$ cat config.mk
export PLATFORM = sky130hd
export DESIGN_NAME = double_ended_queue
export DESIGN_NICKNAME = d
export VERILOG_FILES = /design/src/rtl/deq_pkg.sv /design/src/rtl/double_ended_queue.sv /design/src/rtl/deq_ram.sv
export SDC_FILE = /design/constraint.sdc
export NUM_CORES = 1
export LEC_CHECK = 0
export ABC_AREA = 1
export ABC_CLOCK_PERIOD_IN_PS = 8100
export BUFFER_PORTS_ARGS = -buffer_cell sky130_fd_sc_hd__buf_2
export CORE_ASPECT_RATIO = 0.8
export CORE_MARGIN = 2
export CORE_UTILIZATION = 35
export CTS_CLUSTER_SIZE = 8
export DETAILED_ROUTE_END_ITERATION = 8
export HOLD_SLACK_MARGIN = 0.03
export MAX_ROUTING_LAYER = met4
export PLACE_DENSITY = 0.53
export REMOVE_ABC_BUFFERS = 1
export SETUP_SLACK_MARGIN = 0.4
export SLEW_MARGIN = 20
export SYNTH_ARGS = -nofsm -noshare
export SYNTH_HDL_FRONTEND = slang
export SYNTH_SLANG_ARGS = --single-unit
$ cat constraint.sdc
create_clock -name clock -period 8.1 [get_ports clock]
set_input_delay 0 -clock clock [delete_from_list [all_inputs] [get_ports clock]]
set_output_delay 0 -clock clock [all_outputs]
set_load 0.05 [all_outputs]
$ cat src/rtl/deq_pkg.sv
// shared types and codes for the double-ended queue
package deq_pkg;

   localparam int DATA_W = 16;
   localparam int POS_W  = 7;
   localparam int CNT_W  = 7;

   // operation codes carried in the kind field
   localparam logic [2:0] K_PUSH_FRONT = 3'd0;
   localparam logic [2:0] K_PUSH_BACK  = 3'd1;
   localparam logic [2:0] K_POP_FRONT  = 3'd2;
   localparam logic [2:0] K_POP_BACK   = 3'd3;
   localparam logic [2:0] K_READ       = 3'd4;
   localparam logic [2:0] K_QUERY      = 3'd5;

   // error codes
   localparam logic [1:0] E_OK    = 2'd0;
   localparam logic [1:0] E_EMPTY = 2'd1;
   localparam logic [1:0] E_FULL  = 2'd2;
   localparam logic [1:0] E_RANGE = 2'd3;

   typedef struct packed {
      logic [2:0]              kind;
      logic signed [DATA_W-1:0] value;
      logic [POS_W-1:0]        position;
   } deq_req_type;

   typedef struct packed {
      logic signed [DATA_W-1:0] front_value;
      logic signed [DATA_W-1:0] back_value;
      logic signed [DATA_W-1:0] read_value;
      logic [CNT_W-1:0]        count;
      logic                    empty_res;
      logic [1:0]              error;
   } deq_rsp_type;

endpackage

$ cat src/rtl/double_ended_queue.sv
// double-ended queue top level: ring buffer control around the element store
// pushes, queries, errors and pops that empty the queue need no store read;
// result registered in the cycle after the request beat
// pops that leave elements and position reads wait in a store read state, taking
// no new request, since the new front/back or the read element comes from the one store read port
// synchronous reset empties the queue; store contents are not cleared
module double_ended_queue #(
   parameter int DEPTH = 64
) (
   input  logic                 clock,
   input  logic                 reset,
   input  logic                 req_valid,
   output logic                 req_ready,
   input  deq_pkg::deq_req_type req_data,
   output logic                 rsp_valid,
   input  logic                 rsp_ready,
   output deq_pkg::deq_rsp_type rsp_data
);
   import deq_pkg::*;

   localparam int AW = $clog2(DEPTH);
   localparam int CW = $clog2(DEPTH + 1);
   localparam int XW = (CW > POS_W) ? CW : POS_W;
   localparam logic [AW:0]    DEPTH_S = (AW + 1)'(DEPTH);
   localparam logic [CW-1:0]  DEPTH_C = CW'(DEPTH);
   localparam logic [AW-1:0]  LAST_SLOT = AW'(DEPTH - 1);

   localparam logic S_IDLE = 1'b0;
   localparam logic S_RD   = 1'b1;

   localparam logic [1:0] T_FRONT = 2'd0;
   localparam logic [1:0] T_BACK  = 2'd1;
   localparam logic [1:0] T_READ  = 2'd2;

   logic              state_ff, state_in;
   logic [AW-1:0]     head_ff, head_in;
   logic [CW-1:0]     count_ff, count_in;
   logic [DATA_W-1:0] front_ff, front_in;
   logic [DATA_W-1:0] back_ff, back_in;
   logic [1:0]        tgt_ff, tgt_in;
   deq_rsp_type       rsp_ff, rsp_in;
   logic              rsp_valid_ff, rsp_valid_in;

   logic              accept;
   logic              out_free;
   logic              wr_en, rd_en;
   logic [AW-1:0]     wr_addr, rd_addr;
   logic [DATA_W-1:0] rd_data;
   logic [DATA_W-1:0] rd_val;
   logic [1:0]        err;
   logic [AW-1:0]     head_dec;
   logic [CW-1:0]     cnt_m1, cnt_m2;
   logic [XW-1:0]     pos_ext, cnt_ext, pos_m1;
   logic              full, empty;

   // ring slot at an offset from the given head
   function automatic logic [AW-1:0] slot(input logic [AW-1:0] h, input logic [AW-1:0] off);
      logic [AW:0] s;
      s = {1'b0, h} + {1'b0, off};
      if (s >= DEPTH_S) begin
         s = s - DEPTH_S;
      end
      return s[AW-1:0];
   endfunction

   assign out_free  = !rsp_valid_ff || rsp_ready;
   assign req_ready = !reset && (state_ff == S_IDLE) && out_free;
   assign accept    = req_valid && req_ready;
   assign rsp_valid = rsp_valid_ff;
   assign rsp_data  = rsp_ff;

   assign full     = (count_ff == DEPTH_C);
   assign empty    = (count_ff == '0);
   assign head_dec = (head_ff == '0) ? LAST_SLOT : head_ff - AW'(1);
   assign cnt_m1   = count_ff - CW'(1);
   assign cnt_m2   = count_ff - CW'(2);
   assign pos_ext  = XW'(req_data.position);
   assign cnt_ext  = XW'(count_ff);
   assign pos_m1   = pos_ext - XW'(1);

   always_comb begin
      state_in     = state_ff;
      head_in      = head_ff;
      count_in     = count_ff;
      front_in     = front_ff;
      back_in      = back_ff;
      tgt_in       = tgt_ff;
      rsp_in       = rsp_ff;
      rsp_valid_in = rsp_valid_ff && !rsp_ready;
      wr_en        = 1'b0;
      wr_addr      = head_dec;
      rd_en        = 1'b0;
      rd_addr      = head_ff;
      rd_val       = '0;
      err          = E_OK;

      if (accept) begin
         case (req_data.kind)
            K_PUSH_FRONT: begin
               if (full) begin
                  err = E_FULL;
               end else begin
                  wr_en    = 1'b1;
                  wr_addr  = head_dec;
                  head_in  = head_dec;
                  count_in = count_ff + CW'(1);
                  front_in = req_data.value;
                  if (empty) begin
                     back_in = req_data.value;
                  end
               end
            end
            K_PUSH_BACK: begin
               if (full) begin
                  err = E_FULL;
               end else begin
                  wr_en    = 1'b1;
                  wr_addr  = slot(head_ff, count_ff[AW-1:0]);
                  count_in = count_ff + CW'(1);
                  back_in  = req_data.value;
                  if (empty) begin
                     front_in = req_data.value;
                  end
               end
            end
            K_POP_FRONT: begin
               if (empty) begin
                  err = E_EMPTY;
               end else begin
                  rd_val   = front_ff;
                  head_in  = slot(head_ff, AW'(1));
                  count_in = cnt_m1;
                  // new front comes from the store
                  if (count_ff != CW'(1)) begin
                     rd_en   = 1'b1;
                     rd_addr = slot(head_ff, AW'(1));
                     tgt_in  = T_FRONT;
                  end
               end
            end
            K_POP_BACK: begin
               if (empty) begin
                  err = E_EMPTY;
               end else begin
                  rd_val   = back_ff;
                  count_in = cnt_m1;
                  if (count_ff != CW'(1)) begin
                     rd_en   = 1'b1;
                     rd_addr = slot(head_ff, cnt_m2[AW-1:0]);
                     tgt_in  = T_BACK;
                  end
               end
            end
            K_READ: begin
               if (pos_ext == '0 || pos_ext > cnt_ext) begin
                  err = E_RANGE;
               end else begin
                  rd_en   = 1'b1;
                  rd_addr = slot(head_ff, pos_m1[AW-1:0]);
                  tgt_in  = T_READ;
               end
            end
            default: begin
            end
         endcase

         if (rd_en) begin
            state_in = S_RD;
         end else begin
            rsp_valid_in       = 1'b1;
            rsp_in.front_value = (count_in == '0) ? '0 : front_in;
            rsp_in.back_value  = (count_in == '0) ? '0 : back_in;
            rsp_in.read_value  = rd_val;
            rsp_in.count       = CNT_W'(count_in);
            rsp_in.empty_res   = (count_in == '0);
            rsp_in.error       = err;
         end
      end else if (state_ff == S_RD && out_free) begin
         // store data is back: finish the beat
         if (tgt_ff == T_FRONT) begin
            front_in = rd_data;
         end
         if (tgt_ff == T_BACK) begin
            back_in = rd_data;
         end
         if (tgt_ff == T_READ) begin
            rd_val = rd_data;
         end else begin
            rd_val = rsp_ff.read_value;
         end
         state_in           = S_IDLE;
         rsp_valid_in       = 1'b1;
         rsp_in.front_value = front_in;
         rsp_in.back_value  = back_in;
         rsp_in.read_value  = rd_val;
         rsp_in.count       = CNT_W'(count_ff);
         rsp_in.empty_res   = 1'b0;
         rsp_in.error       = E_OK;
      end
   end

   // popped value is parked in the result register until the store read returns
   always_ff @(posedge clock) begin
      if (accept && rd_en) begin
         rsp_ff.read_value <= rd_val;
      end else begin
         rsp_ff <= rsp_in;
      end
      front_ff <= front_in;
      back_ff  <= back_in;
      tgt_ff   <= tgt_in;
   end

   always_ff @(posedge clock) begin
      if (reset) begin
         state_ff     <= S_IDLE;
         head_ff      <= '0;
         count_ff     <= '0;
         rsp_valid_ff <= 1'b0;
      end else begin
         state_ff     <= state_in;
         head_ff      <= head_in;
         count_ff     <= count_in;
         rsp_valid_ff <= rsp_valid_in;
      end
   end

   deq_ram #(
      .DEPTH(DEPTH)
   ) u_ram (
      .clock  (clock),
      .wr_en  (wr_en),
      .wr_addr(wr_addr),
      .wr_data(req_data.value),
      .rd_en  (rd_en),
      .rd_addr(rd_addr),
      .rd_data(rd_data)
   );

`ifndef SYNTHESIS
   a_count_range: assert property (@(posedge clock) disable iff (reset)
      count_ff <= DEPTH_C)
      else $error("element count above depth");

   a_head_range: assert property (@(posedge clock) disable iff (reset)
      {1'b0, head_ff} < DEPTH_S)
      else $error("head index outside ring");

   a_no_accept_in_read: assert property (@(posedge clock) disable iff (reset)
      state_ff == S_RD |-> !req_ready)
      else $error("request taken while store read pending");

   a_read_completes: assert property (@(posedge clock) disable iff (reset)
      accept && rd_en |=> state_ff == S_RD && !rsp_valid_ff)
      else $error("store read issued with result register busy");

   a_push_grows: assert property (@(posedge clock) disable iff (reset)
      accept && (req_data.kind == K_PUSH_FRONT || req_data.kind == K_PUSH_BACK) && !full
      |=> count_ff == $past(count_ff) + CW'(1))
      else $error("push did not grow the queue");
`endif

endmodule

$ cat src/rtl/deq_ram.sv
// element store: one write port, one read port with registered read data
module deq_ram #(
   parameter int DEPTH = 64
) (
   input  logic                       clock,
   input  logic                       wr_en,
   input  logic [$clog2(DEPTH)-1:0]   wr_addr,
   input  logic [deq_pkg::DATA_W-1:0] wr_data,
   input  logic                       rd_en,
   input  logic [$clog2(DEPTH)-1:0]   rd_addr,
   output logic [deq_pkg::DATA_W-1:0] rd_data
);
   import deq_pkg::*;

   logic [DATA_W-1:0] mem_ff [DEPTH];
   logic [DATA_W-1:0] rd_data_ff;

   always_ff @(posedge clock) begin
      if (wr_en) begin
         mem_ff[wr_addr] <= wr_data;
      end
   end

   always_ff @(posedge clock) begin
      if (rd_en) begin
         rd_data_ff <= mem_ff[rd_addr];
      end
   end

   assign rd_data = rd_data_ff;

endmodule
After elaboration in Yosys (flattened, before gate mapping)
Memories as Yosys holds them, arrays and structs flattened. A register that Yosys moved wholly into a read port is not among the register bits.
Cells that the tools add are included.
Word-level totals
  output and inout port bits: 60
  RAM bits: 1024
  input bits: 30
  memories kept: 1
  flip-flop bits (word level): 107
  word-level logic and storage cells: 154
Cells by class
  add/subtract/negate cells: 13
  mux-type cells: 75
  bitwise operators: 2
  eq/ne operators: 17
  reduce and logical (&&, ||, !) cells: 28
  magnitude comparators: 5
Memories
  u_ram.mem_ff: depth 64, bits a word 16, read ports 1, clocked after Yosys merged registers in 1, wr ports 1, line deq_ram.sv:15  | logic [DATA_W-1:0] mem_ff [DEPTH];
Operators by type and width (number)
  two-way mux 16 bit: 20
  two-way mux 58 bit: 3
  two-way mux 6 bit: 16
  case mux 16 bit (2 select lines): 3
  subtractor 6 x 1 -> 6 bit, second input constant: 6
  >= comparator 7 bit, second input constant: 4
  adder 6 x 6 -> 7 bit: 3
  zero test 7 bit: 3
  two-way mux 7 bit: 3
  case mux 6 bit (3 select lines): 1
  two-way mux 1 bit: 17
  two-way mux 2 bit: 7
  inequality test 2 bit, second input constant: 7
  case mux 7 bit (2 select lines): 1
  case mux 2 bit (3 select lines): 2
  case mux 6 bit (2 select lines): 1
  adder 6 x 1 -> 7 bit, second input constant: 1
  adder 7 x 1 -> 7 bit, second input constant: 1
  equality test 7 bit, second input constant: 1
  greater-than comparator 7 bit: 1
  inequality test 7 x 1 -> 1 bit, second input constant: 1
  AND reduction 7 bit: 1
  subtractor 7 x 1 -> 7 bit, second input constant: 1
  equality test 3 x 2 -> 1 bit, second input constant: 2
  21 further kinds: 34

Depth between registers and ports, before layout
  depth after elaboration: 10
  mapped depth: 23
  depth with buffers taken out: 22

By module
From an unflattened synthesis, not the netlist that was laid out.
Second synthesis, totals
  cells, all modules: 4594
  area total of the unflattened synthesis: 50158.1 um^2
Modules (own cells, without submodules)
  deq_ram: instances 1, sequential area each 31230.0 um^2, area each 42259.3 um^2, cells an instance 3517
  double_ended_queue: instances 1, sequential area each 3062.9 um^2, area each 7898.8 um^2, cells an instance 1077

Least setup slack after synthesis
OpenSTA, ideal clock, no wires.
  path type: register to register
  from: register count_ff[1] (netlist: cnt_ext[1])
  to: memory u_ram.mem_ff[10][0] (enable)
  arrival: 2.975 ns
  cell stages (with the launch flop): 17
  path slack: 4.737 ns
  buffers on the path: 0
  setup time: 0.388 ns
  period minus slack after synthesis: 3.363 ns
  data required time: 7.712 ns
  cell sequence: dfxtp_1 -> inv_1 -> ha_1 -> inv_1 -> nor3_4 -> nand2_1 -> nor2_4 -> nor2_1 -> inv_2 -> nor2_1 -> inv_2 -> nand3_1 -> o21ai_0 -> inv_1 -> nor2_1 -> nand2_1 -> nor2_1
Between the ends
  longest elaborated chain between the ends: 6
  elaborated cells between the ends (all ways): 13
  classes of those cells: add/sub (2); order compare (1); eq/ne (1); mux (9)
RTL lines
  from (decl): line double_ended_queue.sv:37  | logic [CW-1:0] count_ff, count_in;
  from (signal assigned): line double_ended_queue.sv:223  | count_ff <= count_in;
  adder 6 x 6 -> 7 bit / equality test 7 bit (equally long branches): line double_ended_queue.sv:59, double_ended_queue.sv:72
  subtractor 6 x 1 -> 6 bit, or another cell as far along: line double_ended_queue.sv:61  | s = s - DEPTH_S;
  two-way mux 6 bit / two-way mux 1 bit (equally long branches)
  two-way mux 6 bit / two-way mux 1 bit (equally long branches): line double_ended_queue.sv:114, double_ended_queue.sv:97
  two-way mux 6 bit / two-way mux 1 bit (equally long branches)
  two-way mux 6 bit / two-way mux 1 bit (equally long branches): line double_ended_queue.sv:97, deq_ram.sv:20
  to (decl): line deq_ram.sv:15
Several ways; a longest one is shown, not always the timed one.

Final worst setup path
  from: register count_ff[1] (netlist: cnt_ext[1])
  to: register u_ram.rd_data_ff[3] (netlist: u_ram.rd_data[3]) (read register of u_ram.mem_ff), data pin
Between the ends
  longest elaborated chain between the ends: 8
  elaborated cells between the ends (all ways): 22
  classes of those cells: add/sub (3); order compare (2); eq/ne (1); mux (14); reduce/logical (2)
RTL lines
  subtractor 6 x 2 -> 6 bit: line double_ended_queue.sv:76  | assign cnt_m2 = count_ff - CW'(2);
  adder 6 x 6 -> 7 bit: line double_ended_queue.sv:59  | s = {1'b0, h} + {1'b0, off};
  subtractor 6 x 1 -> 6 bit / >= comparator 7 bit (equally long branches): line double_ended_queue.sv:61, double_ended_queue.sv:60
  two-way mux 6 bit: line double_ended_queue.sv:60  | if (s >= DEPTH_S) begin
  two-way mux 6 bit: line double_ended_queue.sv:147  | if (count_ff != CW'(1)) begin
  two-way mux 6 bit: line double_ended_queue.sv:142  | if (empty) begin
  case mux 6 bit (3 select lines): line double_ended_queue.sv:98  | case (req_data.kind)
  two-way mux 6 bit: line double_ended_queue.sv:97  | if (accept) begin
  to (decl): line deq_ram.sv:16  | logic [DATA_W-1:0] rd_data_ff;
Several ways; a longest one is shown, not always the timed one. The select of a mux whose other input is x is not followed.
A chain may end at the register's enable or synchronous reset.

==> metrics.md <==
| Metric | Value |
|---|---|
| Clock transition at path regs | `0.06 ns` |
| Post-synthesis register bit count | `1147` |
| I/O pin cnt | `90` |
| Die H | `352.8 um` |
| Peak VDD IR | `0.1527 mV` |
| Vias in the first global route | `35520` |
| PwrDens | `232.7 nW/um^2` |
| Hold wc startpoint | `req_data[6]` |
| Final HPWL DP | `95.40 mm` |
| Placeable Area | `150500 um^2` |
| Endpoints failing hold | `0` |
| Synth Flop Type | `edfxtp_1` |
| Overflow left after global routing | `0` |
| R2R depth | `21` |
| GP Congestion | `0.8909` |
| Inst Count DP | `6967` |
| Area delta synth->final | `13.57%` |
| CTS tree | `built` |
| Worst-Margin Slew | `1.164 ns` |
| Post-synth EDFFs | `1132` |
| Worst slew margin | `0.2239` |
| Pleak | `23.62 nW` |
| Port-buffer cells | `89` |
| Crit Path Category | `register to register` |
| Syn avg cell area | `10.52 um^2` |
| Largest net degree at the start of global routing | `178` |
| Num CTS Buffers | `162` |
| Crit-path slowest cell | `inv_2` |
| FP Rows | `127` |
| Worst-path fanout max | `104` |
| Synth area leaders | `edfxtp_1, nand3_1, nand2_1` |
| Top post-synthesis cells by count | `edfxtp_1, nand3_1, nand2_1` |
| DRT Wirelength | `168.9 mm` |
| Worst-path cell chain | `inv_1, ha_1, inv_1, nor3_4, nand2_4, nand2_2, nand2_1, a21oi_1, nor2_2, nand2_8, nand2_8, inv_2, buf_4, nand2_1, nand2_1, nand2_1, nand3_1, nand3_1, nand3_1, nand3_1, nand2_1` |
| Worst Hold Path EP | `rsp_data[0]` |
| Flop pwr share | `0.473` |
| Post-synth top area share | `0.6387` |
| Non-filler instance count after layout | `7187` |
| Final setup fails | `0` |
| Initial Util | `0.3537` |
| Max Transition Viols Final | `0` |
| RSZ-0062 raised after global routing | `false` |
| Die area | `155200 um^2` |
| Place WS | `2.319 ns` |
| Clock share of power | `0.435` |
| Top-count cell post-synth | `edfxtp_1` |
| Clock Latency Late Sink | `0.79 ns` |
| Post-DR wirelength/cell | `23.50 um` |
| WHS Path Cells | `6` |
| Synth Instances | `5059` |
| Cts repair resizes | `0` |
| Initial antenna violation count | `9` |
| Post-synthesis sequential area ratio | `0.6443` |
| Status | `complete, no violations` |
| Sw Share | `0.2536` |
| Residual DRC | `0` |
| Via Count | `38040` |
| R2R setup slack | `2.23 ns` |
| Die Wd | `440.0 um` |
| Ys async rst share | `0` |
| Reg-to-reg endpoint | `u_ram.rd_data[3]` |
| Tmin final | `5.870 ns` |
| Cell Int Power | `10.50 mW` |
| Via/cell ratio | `5.293` |
| Final Skew | `0.03192 ns` |
| Netlist Area Pre-Place | `53220 um^2` |
| Share of cells above drive strength 1 | `0.08682` |
| Setup TNS | `0 ns` |
| Total Nets Final | `5221` |
| Iter 0 DRT Violations | `4780` |
| Crit start category | `register` |
| Clock sinks | `1147` |
| Final period utilization | `0.7247` |
| Max Cap Viol | `0` |
| Worst setup EP type | `register` |
| Worst path most repeated cell | `nand2_1` |
| Critical Path RT | `8.75 ns` |
| Distinct cells, synth | `48` |
| WHS | `0.08094 ns` |
| Global-route wire length before repair | `246.8 mm` |
| Combinational power share | `0.093` |
| Worst min path class | `primary input to register` |
| Worst R2R Start | `cnt_ext[1]` |
| Critical Path AT | `6.52 ns` |
| DRT antenna net count | `0` |
| Yosys warns | `0` |
| Clock root buffer | `clkbuf_16` |
| Drt first pass iters | `7` |
| Area leader, netlist | `edfxtp_1` |
| Clock Path Buffers | `3` |
| Overall power | `14.07 mW` |
| Post-route setup slack | `2.230 ns` |
| H-tree depth | `4` |
| CP peak stage delay | `1.03 ns` |
| Max frequency | `170.4 MHz` |
| GRT Overall Usage | `0.2202` |
| P_sw | `3.567 mW` |
-- per-stage QoR --
stage | area (um^2) | utilization
after floorplan | 51690 | -
after global placement | 55800 | 0.3708
after detailed placement | 55800 | 0.3708
after CTS | 60420 | 0.4015
after global routing | 60440 | 0.4017
final | 60450 | 0.4017
-- cells by family after synthesis --
family,after synthesis,synth area share
AND/OR/NAND/NOR,2565,0.2352
flip-flops,1147,0.6443
buffers and inverters,1046,0.08066
AO/OA/AOI/OAI,241,0.02701
adder cells (fa/ha/maj),35,0.008651
XOR/XNOR,24,0.003949
multiplexers,1,0.0002116
-- sequential cells by signal, summed over array words and instances, names as in the netlist, 2 cells and up, named ones only --
| name | flops |
|---|---|
| u_ram.mem_ff | 1024 |
| u_ram.rd_data | 16 |
| head_ff | 6 |
| front_ff | 16 |
| back_ff | 16 |
| rsp_data | 57 |
| cnt_ext | 7 |
| tgt_ff | 2 |
-- critical path, delay by kind of cell (launching register included) --
kind	cells	cell delay, ns
fa+ha+maj	1	0.25
buf+inv	4	1.87
simple gates	15	2.89
flops	1	0.37
compound gates	1	0.20
-- power groups by stage --
stage | Sequential (mW) | Combinational [mW] | Clock (mW)
2_1_floorplan | 6.85 | 0.676 | 0
3_3_place_gp | 6.76 | 1.28 | 0
3_5_place_dp | 6.76 | 1.28 | 0
4_1_cts | 6.65 | 1.29 | 6.21
5_1_grt | 6.65 | 1.41 | 6.45
6_report | 6.65 | 1.30 | 6.11
-- final cells by class --
type,instances,area (um^2)
fillers,14370,90030
flip-flops and latches,1147,34290
multi-input cells,2866,14740
clock buffers,175,4124
inverters,735,2770
well taps,1999,2501
repair buffers,244,1759
clock inverters,16,252.7
diodes,5,12.51
-- worst max path at each step --
| stage | from | endpoint | slack, ns |
|---|---|---|---|
| 3_5_place_dp | cnt_ext[1] | u_ram.rd_data[3] | 2.32 |
| 3_3_place_gp | cnt_ext[2] | u_ram.rd_data[3] | 2.34 |
| 4_1_cts | cnt_ext[1] | u_ram.rd_data[3] | 2.31 |
| 2_1_floorplan | rsp_valid | u_ram.rd_data[0] | -3.96 |
| 6_report | cnt_ext[1] | u_ram.rd_data[3] | 2.23 |
| 5_1_grt | cnt_ext[1] | u_ram.rd_data[3] | 1.87 |
-- cells in the final DEF (no fill, tap or decap), types with 5 or more instances in the layout --
cell	synthesis	routed
a21oi_1	67	67
a221oi_1	5	5
and2_1	6	6
buf_12	0	7
buf_2	215	88
buf_4	16	125
clkbuf_1	59	12
clkbuf_16	0	163
dfxtp_1	15	15
diode_2	0	5
dlygate4sd3_1	0	24
edfxtp_1	1132	1132
ha_1	32	32
inv_1	721	719
inv_16	0	5
inv_2	12	11
nand2_1	893	890
nand3_1	1094	1094
nand3b_1	353	353
nand4_1	8	8
nor2_1	174	169
nor2_2	3	5
nor2_4	4	7
nor3_1	11	11
o2111ai_1	5	5
o211ai_1	15	15
o21a_1	13	13
o21ai_0	74	73
o21ai_1	6	5
o22ai_1	22	22
o31ai_1	15	15
or2_2	6	5
xnor2_1	6	6
xor2_1	18	18
-- metal layers --
layer / vias to the layer above / track usage / wire (um) / part of all wire
li1: 17450 / - / - / -
met1: 18690 / 0.3253 / 77120 / 0.46
met2: 1697 / 0.3088 / 72710 / 0.43
met3: 206 / 0.04134 / 15740 / 0.093
met4: 0 / 0.05637 / 3319 / 0.020
met5: - / - / 0 / 0
-- repair_timing --
item,in CTS,in global routing
endpoints found under the hold margin,377,0
hold buffers,24,0
buffers inserted,0,0
(Power assumes the default switching activity.)
